`src/dual_quadrature_counter_readout_unit_defines.svh`:
```
// Assertion macros for the quadrature counter readout block.
`ifndef DUAL_QUADRATURE_COUNTER_READOUT_UNIT_DEFINES_SVH
`define DUAL_QUADRATURE_COUNTER_READOUT_UNIT_DEFINES_SVH

// Check a condition at every clock edge outside reset.
`define DQCR_ASSERT_ALWAYS(lbl, cond, msg) \
  lbl: assert property (@(posedge clk_i) disable iff (!rst_ni) (cond)) \
    else $error(msg);

// Check that a trigger is followed in the next cycle by a consequence.
`define DQCR_ASSERT_NEXT(lbl, trig, cons, msg) \
  lbl: assert property (@(posedge clk_i) disable iff (!rst_ni) (trig) |=> (cons)) \
    else $error(msg);

`endif

```
`src/dqcr_pkg.sv`:
```
package dqcr_pkg;

  // Counter width of each wheel, 16 to 32.
  localparam int unsigned COUNT_WIDTH = 32;
  // Image shown to the bus reader.
  localparam int unsigned IMAGE_BYTES = 10;
  localparam int unsigned IDX_W = 4;
  localparam logic [IDX_W-1:0] IDX_LAST = IDX_W'(IMAGE_BYTES - 1);
  localparam logic [IDX_W-1:0] IDX_LEFT_DIR = IDX_W'(8);
  localparam logic [IDX_W-1:0] IDX_RIGHT_DIR = IDX_W'(9);
  localparam logic [IDX_W-1:0] IDX_RIGHT_CNT = IDX_W'(4);
  localparam logic [IDX_W-1:0] IDX_LEFT_CNT = IDX_W'(0);

  typedef enum logic [1:0] {
    CMD_PIN     = 2'd0,
    CMD_RD_ADDR = 2'd1,
    CMD_RD_DATA = 2'd2,
    CMD_WRITE   = 2'd3
  } cmd_e;

  typedef enum logic [1:0] {
    STEP_REV  = 2'd0,
    STEP_FWD  = 2'd1,
    STEP_NONE = 2'd2
  } step_e;

  typedef logic [COUNT_WIDTH-1:0] count_t;

  // Control for one wheel counter.
  typedef struct packed {
    logic pin_evt;
    logic clear;
    logic changed;
  } wheel_ctrl_t;

  // Read request toward the output register.
  typedef struct packed {
    logic load;
    logic addr_phase;
  } rd_req_t;

  // Classify a phase transition (A high bit, B low bit).
  function automatic step_e step_kind(logic [1:0] prev, logic [1:0] now);
    step_e s;
    unique case ({prev, now})
      4'b00_01, 4'b01_11, 4'b11_10, 4'b10_00: s = STEP_FWD;
      4'b00_10, 4'b10_11, 4'b11_01, 4'b01_00: s = STEP_REV;
      default: s = STEP_NONE;
    endcase
    return s;
  endfunction

  // Sign-extend a count to the 32-bit image word.
  function automatic logic [31:0] widen(count_t v);
    return 32'($signed(v));
  endfunction

endpackage

```
`src/dual_quadrature_counter_readout_unit.sv`:
```
// Dual quadrature counter readout.
// Input channel (in_valid_i/in_ready_o) carries one request: a pin change
// with both encoder A/B levels and changed flags, a read address phase, a
// read data byte, or a write access. Only reads produce a result, one byte
// on the output channel (out_valid_o/out_ready_i, tx_byte_o).
// A request is captured in the input register and processed from there; a
// read's byte is loaded into the output register and shows on tx_byte_o
// from it. Throughput: one request per cycle while no read waits, set by
// the input register feeding a single output register.
// Counts wrap at the counter width and are shown sign-extended to 32 bits.
// Reset clears both counts, directions, kept phases and the byte index.
// When the receiver stalls, the held byte stays on tx_byte_o; non-read
// requests keep flowing, and a read waits in the input register, which
// drops in_ready_o until the output register frees up.
`include "dual_quadrature_counter_readout_unit_defines.svh"

module dual_quadrature_counter_readout_unit (
  input  logic       clk_i,
  input  logic       rst_ni,
  input  logic       in_valid_i,
  output logic       in_ready_o,
  input  logic [1:0] command_i,
  input  logic       left_a_i,
  input  logic       left_b_i,
  input  logic       right_a_i,
  input  logic       right_b_i,
  input  logic       left_changed_i,
  input  logic       right_changed_i,
  output logic       out_valid_o,
  input  logic       out_ready_i,
  output logic [7:0] tx_byte_o
);
  import dqcr_pkg::*;

  logic        s1_vld_q;
  cmd_e        cmd_q;
  logic [1:0]  lph_q, rph_q;
  logic        lchg_q, rchg_q;
  logic        s1_is_rd, s1_adv, can_load;
  wheel_ctrl_t lctrl, rctrl;
  rd_req_t     rd;
  count_t      lpos, rpos;
  logic        lfwd, rfwd;
  logic [IDX_W-1:0] idx;
  logic        cnt_clear, rd_stall;

  // Advance the input register unless a read waits for the output register.
  assign s1_is_rd   = (cmd_q == CMD_RD_ADDR) || (cmd_q == CMD_RD_DATA);
  assign s1_adv     = s1_vld_q && (!s1_is_rd || can_load);
  assign in_ready_o = !s1_vld_q || s1_adv;

  always_ff @(posedge clk_i or negedge rst_ni) begin
    if (!rst_ni) begin
      s1_vld_q <= 1'b0;
    end else if (in_ready_o) begin
      s1_vld_q <= in_valid_i;
    end
  end

  // Capture the request payload.
  always_ff @(posedge clk_i) begin
    if (in_valid_i && in_ready_o) begin
      cmd_q  <= cmd_e'(command_i);
      lph_q  <= {left_a_i, left_b_i};
      rph_q  <= {right_a_i, right_b_i};
      lchg_q <= left_changed_i;
      rchg_q <= right_changed_i;
    end
  end

  // Route the request to the counters and the readout.
  always_comb begin
    lctrl.pin_evt = s1_adv && (cmd_q == CMD_PIN);
    lctrl.clear   = s1_adv && (cmd_q == CMD_WRITE);
    lctrl.changed = lchg_q;
    rctrl.pin_evt = lctrl.pin_evt;
    rctrl.clear   = lctrl.clear;
    rctrl.changed = rchg_q;
    rd.load       = s1_adv && s1_is_rd;
    rd.addr_phase = (cmd_q == CMD_RD_ADDR);
  end

  dqcr_wheel u_left (
    .clk_i      (clk_i),
    .rst_ni     (rst_ni),
    .ctrl_i     (lctrl),
    .phase_i    (lph_q),
    .position_o (lpos),
    .forward_o  (lfwd)
  );

  dqcr_wheel u_right (
    .clk_i      (clk_i),
    .rst_ni     (rst_ni),
    .ctrl_i     (rctrl),
    .phase_i    (rph_q),
    .position_o (rpos),
    .forward_o  (rfwd)
  );

  dqcr_readout u_readout (
    .clk_i       (clk_i),
    .rst_ni      (rst_ni),
    .rd_i        (rd),
    .left_pos_i  (lpos),
    .right_pos_i (rpos),
    .left_fwd_i  (lfwd),
    .right_fwd_i (rfwd),
    .out_ready_i (out_ready_i),
    .out_valid_o (out_valid_o),
    .tx_byte_o   (tx_byte_o),
    .can_load_o  (can_load),
    .index_o     (idx)
  );

  // Conditions watched by the checks below.
  assign cnt_clear = (lpos == '0) && (rpos == '0) && !lfwd && !rfwd;
  assign rd_stall  = s1_vld_q && s1_is_rd && !can_load;

  `DQCR_ASSERT_ALWAYS(a_idx_range, idx <= IDX_LAST, "byte index out of image range")
  `DQCR_ASSERT_NEXT(a_write_clears, lctrl.clear, cnt_clear, "write did not clear counters")
  `DQCR_ASSERT_NEXT(a_read_loads, rd.load, out_valid_o, "read did not load the output register")
  `DQCR_ASSERT_ALWAYS(a_read_waits, !rd_stall || !in_ready_o, "input taken while a read is stalled")

endmodule

```
`src/dqcr_wheel.sv`:
```
module dqcr_wheel (
  input  logic                 clk_i,
  input  logic                 rst_ni,
  input  dqcr_pkg::wheel_ctrl_t ctrl_i,
  input  logic [1:0]           phase_i,
  output dqcr_pkg::count_t     position_o,
  output logic                 forward_o
);
  import dqcr_pkg::*;

  logic [1:0] prev_q, prev_d;
  logic       fwd_q, fwd_d;
  count_t     pos_q, pos_d;
  step_e      step;

  // Decode direction on a pin change and step the count when its changed flag is set; clear on write.
  always_comb begin
    step   = step_kind(prev_q, phase_i);
    prev_d = prev_q;
    fwd_d  = fwd_q;
    pos_d  = pos_q;
    if (ctrl_i.clear) begin
      fwd_d = 1'b0;
      pos_d = '0;
    end else if (ctrl_i.pin_evt) begin
      prev_d = phase_i;
      if (step != STEP_NONE) begin
        fwd_d = (step == STEP_FWD);
      end
      if (ctrl_i.changed) begin
        pos_d = fwd_d ? pos_q + count_t'(1) : pos_q - count_t'(1);
      end
    end
  end

  always_ff @(posedge clk_i or negedge rst_ni) begin
    if (!rst_ni) begin
      prev_q <= '0;
      fwd_q  <= 1'b0;
      pos_q  <= '0;
    end else begin
      prev_q <= prev_d;
      fwd_q  <= fwd_d;
      pos_q  <= pos_d;
    end
  end

  assign position_o = pos_q;
  assign forward_o  = fwd_q;

endmodule

```
`src/dqcr_readout.sv`:
```
module dqcr_readout (
  input  logic                   clk_i,
  input  logic                   rst_ni,
  input  dqcr_pkg::rd_req_t      rd_i,
  input  dqcr_pkg::count_t       left_pos_i,
  input  dqcr_pkg::count_t       right_pos_i,
  input  logic                   left_fwd_i,
  input  logic                   right_fwd_i,
  input  logic                   out_ready_i,
  output logic                   out_valid_o,
  output logic [7:0]             tx_byte_o,
  output logic                   can_load_o,
  output logic [dqcr_pkg::IDX_W-1:0] index_o
);
  import dqcr_pkg::*;

  logic [IDX_W-1:0] idx_q, idx_d, sel, idx_inc;
  logic             out_vld_q, out_vld_d;
  logic [7:0]       tx_q, byte_sel;
  logic [31:0]      lw, rw;

  assign lw = widen(left_pos_i);
  assign rw = widen(right_pos_i);

  // Pick the image byte; address phase always reads byte 0, the top byte of the left count.
  always_comb begin
    sel = rd_i.addr_phase ? IDX_LEFT_CNT : idx_q;
    if (sel > IDX_LAST) begin
      sel = IDX_LEFT_CNT;
    end
    priority if (sel == IDX_RIGHT_DIR) begin
      byte_sel = {7'd0, right_fwd_i};
    end else if (sel == IDX_LEFT_DIR) begin
      byte_sel = {7'd0, left_fwd_i};
    end else if (sel >= IDX_RIGHT_CNT) begin
      byte_sel = rw[8*(2'd3 - sel[1:0]) +: 8];
    end else begin
      byte_sel = lw[8*(2'd3 - sel[1:0]) +: 8];
    end
  end

  // Advance the wrapping byte index on every read.
  always_comb begin
    idx_inc = idx_q + IDX_W'(1);
    idx_d   = idx_q;
    if (rd_i.load) begin
      idx_d = (idx_inc > IDX_LAST) ? '0 : idx_inc;
    end
  end

  assign can_load_o = !out_vld_q || out_ready_i;

  // Hold the result until the receiver takes it.
  always_comb begin
    out_vld_d = out_vld_q;
    if (rd_i.load) begin
      out_vld_d = 1'b1;
    end else if (out_ready_i) begin
      out_vld_d = 1'b0;
    end
  end

  always_ff @(posedge clk_i or negedge rst_ni) begin
    if (!rst_ni) begin
      idx_q     <= '0;
      out_vld_q <= 1'b0;
    end else begin
      idx_q     <= idx_d;
      out_vld_q <= out_vld_d;
    end
  end

  always_ff @(posedge clk_i) begin
    if (rd_i.load) begin
      tx_q <= byte_sel;
    end
  end

  assign out_valid_o = out_vld_q;
  assign tx_byte_o   = tx_q;
  assign index_o     = idx_q;

endmodule

```
`config.mk`:
```
export PLATFORM = sky130hd
export DESIGN_NAME = dual_quadrature_counter_readout_unit
export DESIGN_NICKNAME = d
export VERILOG_FILES = /design/src/dqcr_pkg.sv /design/src/dual_quadrature_counter_readout_unit.sv /design/src/dqcr_wheel.sv /design/src/dqcr_readout.sv
export VERILOG_INCLUDE_DIRS = /design/src /design/src/src
export SDC_FILE = /design/constraint.sdc
export NUM_CORES = 1
export LEC_CHECK = 0
export BUFFER_PORTS_ARGS = -buffer_cell sky130_fd_sc_hd__buf_2
export CAP_MARGIN = 25
export CORE_MARGIN = 1.5
export CORE_UTILIZATION = 35
export CTS_CLUSTER_SIZE = 20
export DETAILED_ROUTE_END_ITERATION = 8
export GPL_TIMING_DRIVEN = 0
export HOLD_SLACK_MARGIN = 0.15
export PLACE_DENSITY = 0.54
export SETUP_SLACK_MARGIN = 0.3
export SYNTH_ARGS = -nofsm -noshare
export SYNTH_HDL_FRONTEND = slang
export SYNTH_SLANG_ARGS = --single-unit
```
`constraint.sdc`:
```
create_clock -name clk_i -period 4.6 [get_ports clk_i]
set_input_delay 0.69 -clock clk_i [delete_from_list [all_inputs] [get_ports clk_i]]
set_output_delay 0.69 -clock clk_i [all_outputs]
set_load 0.01 [all_outputs]
```
==> results_dict.tcl <==
set metrics [dict create \
    status "finished, final reports clean" \
    drt_iter0_markers 724 \
    antenna_found_initial 0 \
    synth.yosys.seq_area_share 0.326 \
    rrSetupSlack_ns 0.45 \
    worst_slew_pin_slew_ns 0.965 \
    clkPwrFrac 0.147 \
    yosysTopAreaCellShare 0.260 \
    required_ns 4.84 \
    path_max_fanout 7 \
    root_buffer "clkbuf_16" \
    wl_um 24900 \
    finalNetCount 992 \
    r2r-start "rph_q[0]$_DFFE_PP_" \
    dieHeight_um 148 \
    cap_violations 0 \
    ios 22 \
    yosysTopAreaCell "dfrtp_1" \
    setup_violations 0 \
    syn-num-nets 946 \
    finalCritPeriodShare 0.902 \
    grt_pass1_wl_um 39300 \
    avgViaCountPerCell 6.02 \
    fmax_ghz 0.241 \
    finalWeightedCongestion 0.937 \
    cts.clk_slew.worst_paths_ns 0.07 \
    cp-end-kind "flip-flop" \
    relSlewSlack 0.354 \
    critical_path_arrival_ns 4.40 \
    async_flop_share 0.826 \
    leakagePower_nw 3.33 \
    syn_area_per_cell_um2 7.98 \
    p_sw_w 0.00293 \
    areaGrowthSynthToFinish_pct 15.0 \
    setup_tns_ns 0 \
    reg2reg_to "u_right.position_o[24]$_DFFE_PN0P_" \
    ys_ff_latch 92 \
    layout_min_cycle_time_ns 4.15 \
    syn_inst 916 \
    vdd_ir_drop_max_mv 0.221 \
    finalHoldViolations 0 \
    drcViolationCount 0 \
    ff2ff_path_depth 14 \
    htree_levels 3 \
    critPathLaunch "rph_q[0]$_DFFE_PP_" \
    dieArea_mm2 0.0218 \
    pwr-share-comb 0.635 \
    yosysWarningCount 0 \
    critPathMaxStageDelay_ns 0.55 \
    clock-sinks 92 \
    insertedDiodeCount 0 \
    die_x_um 148 \
    cp_slowest_cell "nor3b_2" \
    final_cell_mix "nand2_1, o21ai_0, nor2_1" \
    post_drt_wl_per_cell_um 20.1 \
    hold_buffers 0 \
    netlist_area_mm2 0.00731 \
    drtPass1Iterations 6 \
    overflow 0 \
    hp-class "input pin to async pin" \
    drv_slew 0 \
    intPower_w 0.00309 \
    crit_family "simple AND/OR/NAND/NOR gates" \
    dp_hpwl_um 18000 \
    synth_edf_count 16 \
    ys_dominant_reg_cell "dfrtp_1" \
    start_kind "flip-flop" \
    cts_tree "built" \
    criticalPathCategory "flip-flop to flip-flop" \
    path_cells "inv_1, ha_1, mux4_2, nor3b_2, or3_1, nand2_1, ha_4, nand4b_1, or3_1, a21oi_1, a21oi_1, mux2i_1, o21bai_1, a22o_1" \
    cts.path.max_buffers 2 \
    timing.critical_path.to "u_right.position_o[24]$_DFFE_PN0P_" \
    port_buffers 21 \
    grt_pass1_vias 6894 \
    cp.depth 14 \
    pwr-share-seq 0.219 \
    final_common_cell "nand2_1" \
    rsz0062_at_grt "true" \
    ant_nets 0 \
    rows 52 \
    p_total_w 0.00603 \
    power_switching_share 0.487 \
    p_per_area_mw_per_mm2 716 \
    grt_max_degree 46 \
    path_buf_inv 1 \
    vias 7447 \
    drive_above_1_share 0.120 \
    finalClockSkew_ns 0.0107 \
    core_area_mm2 0.0204 \
    synth.area.top_cells "dfrtp_1, edfxtp_1, o21ai_0" \
    synth_cell_type_count 74 \
    insertion_delay_ns 0.36 \
    numCtsBuffers 9 \
    start_util 0.359 \
    gr-usage-all-layers 0.232 \
]
## synth_stat cells, types with 5 or more instances
library cell	number
o41ai_1	5
nand3_1	28
inv_1	26
nand4b_1	5
mux2i_1	15
nand4_1	28
o31ai_1	18
or2_2	6
mux4_2	17
a31oi_1	15
clkbuf_1	62
nand2_1	116
buf_2	10
ha_1	18
a32oi_1	5
and2_1	6
o21ai_0	95
nor3_1	39
nor4_1	22
edfxtp_1	16
or3_1	20
or4_1	9
nor2_1	82
a21o_1	5
a21oi_1	44
o22ai_1	6
and3_1	10
dfrtp_1	76
nand2b_1	9
nand3b_1	5
a22o_1	13
xnor2_1	6
## metal layers
layer  GRT usage  routed length [um]
met2       0.349               10900
met1       0.332               11700
met3      0.0438                1760
met5           0                   0
met4      0.0830                 514
## kinds of logic (layout without fill, tap and decap cells)
kind of cell | after synthesis | after routing | synth area share
adders and majority gates | 18 | 18 | 0.0308
DFF | 92 | 92 | 0.326
AOI/OAI and AO/OA | 250 | 250 | 0.217
buffers and inverters | 102 | 153 | 0.0541
muxes | 35 | 35 | 0.0775
xor gates and xnor gates | 8 | 8 | 0.0116
and+or+nand+nor | 411 | 411 | 0.283
## timing repair
item                                    4_1_cts  5_1_grt
setup buffers                                 2        9
endpoints found under the setup margin       22       18
gates resized for setup                      23       29
pin swaps                                     2        8
## worst reg2reg max path, stage by stage, from the launching register on
cell and delay [ns]:
edfxtp_1 0.38, inv_1 0.09, ha_1 0.19, mux4_2 0.51, nor3b_2 0.55, or3_1 0.28
nand2_1 0.12, ha_4 0.19, nand4b_1 0.38, or3_1 0.46, a21oi_1 0.15, a21oi_1 0.10
mux2i_1 0.30, o21bai_1 0.10, a22o_1 0.24
## power groups by stage
stage | combinational [W] | clock, W | sequential, W
finish | 0.00383 | 0.000883 | 0.00132
global route | 0.00416 | 0.000937 | 0.00135
CTS | 0.00362 | 0.000906 | 0.00131
detailed placement | 0.00352 | 0 | 0.00132
global placement | 0.00351 | 0 | 0.00132
floorplan | 0.00270 | 0 | 0.00123
## worst min-delay path by stage
| stage | start | to | slack [ns] |
|---|---|---|---|
| final | rst_ni | u_left.position_o[24]$_DFFE_PN0P_ | 0.28 |
| after global routing | rst_ni | u_left.position_o[24]$_DFFE_PN0P_ | 0.31 |
| after CTS | rst_ni | u_left.position_o[24]$_DFFE_PN0P_ | 0.29 |
| after detailed placement | u_left.position_o[31]$_DFFE_PN0P_ | u_left.position_o[31]$_DFFE_PN0P_ | 0.48 |
| after global placement | u_left.position_o[31]$_DFFE_PN0P_ | u_left.position_o[31]$_DFFE_PN0P_ | 0.47 |
| after floorplan | rst_ni | s1_vld_q$_DFFE_PN0N_ | 0.39 |
## sequential cells by signal (all words and copies together) (netlist names), 2 cells and up
| signal | flops |
|---|---|
| u_right.prev_q | 2 |
| cmd_q | 2 |
| u_left.position_o | 32 |
| rph_q | 2 |
| u_left.prev_q | 2 |
| u_readout.index_o | 4 |
| lph_q | 2 |
| u_right.position_o | 32 |
| u_readout.tx_byte_o | 8 |
## final cells by class
type | count | area [um^2]
flip-flops and latches | 92 | 2380
inverters | 27 | 101
multi-input cells | 722 | 4680
plain buffers | 75 | 337
clock buffers | 11 | 243
well taps | 270 | 338
repair buffers | 35 | 234
fillers | 2063 | 12000
clock inverters | 5 | 98.8
## per-stage QoR
step                instance area, um^2  utilization  hold slack, ns  worst slack (ns)  std cells
finish                             8410        0.413           0.278             0.450       1237
global placement                   7760        0.381           0.472            -0.437       1207
floorplan                          7310            -           0.394             0.565        916
detailed placement                 7790        0.383           0.477            -0.427       1209
global route                       8410        0.413           0.311             0.283       1237
CTS                                8230        0.404           0.293             0.309       1227
Power figures use the tool's default switching activity.
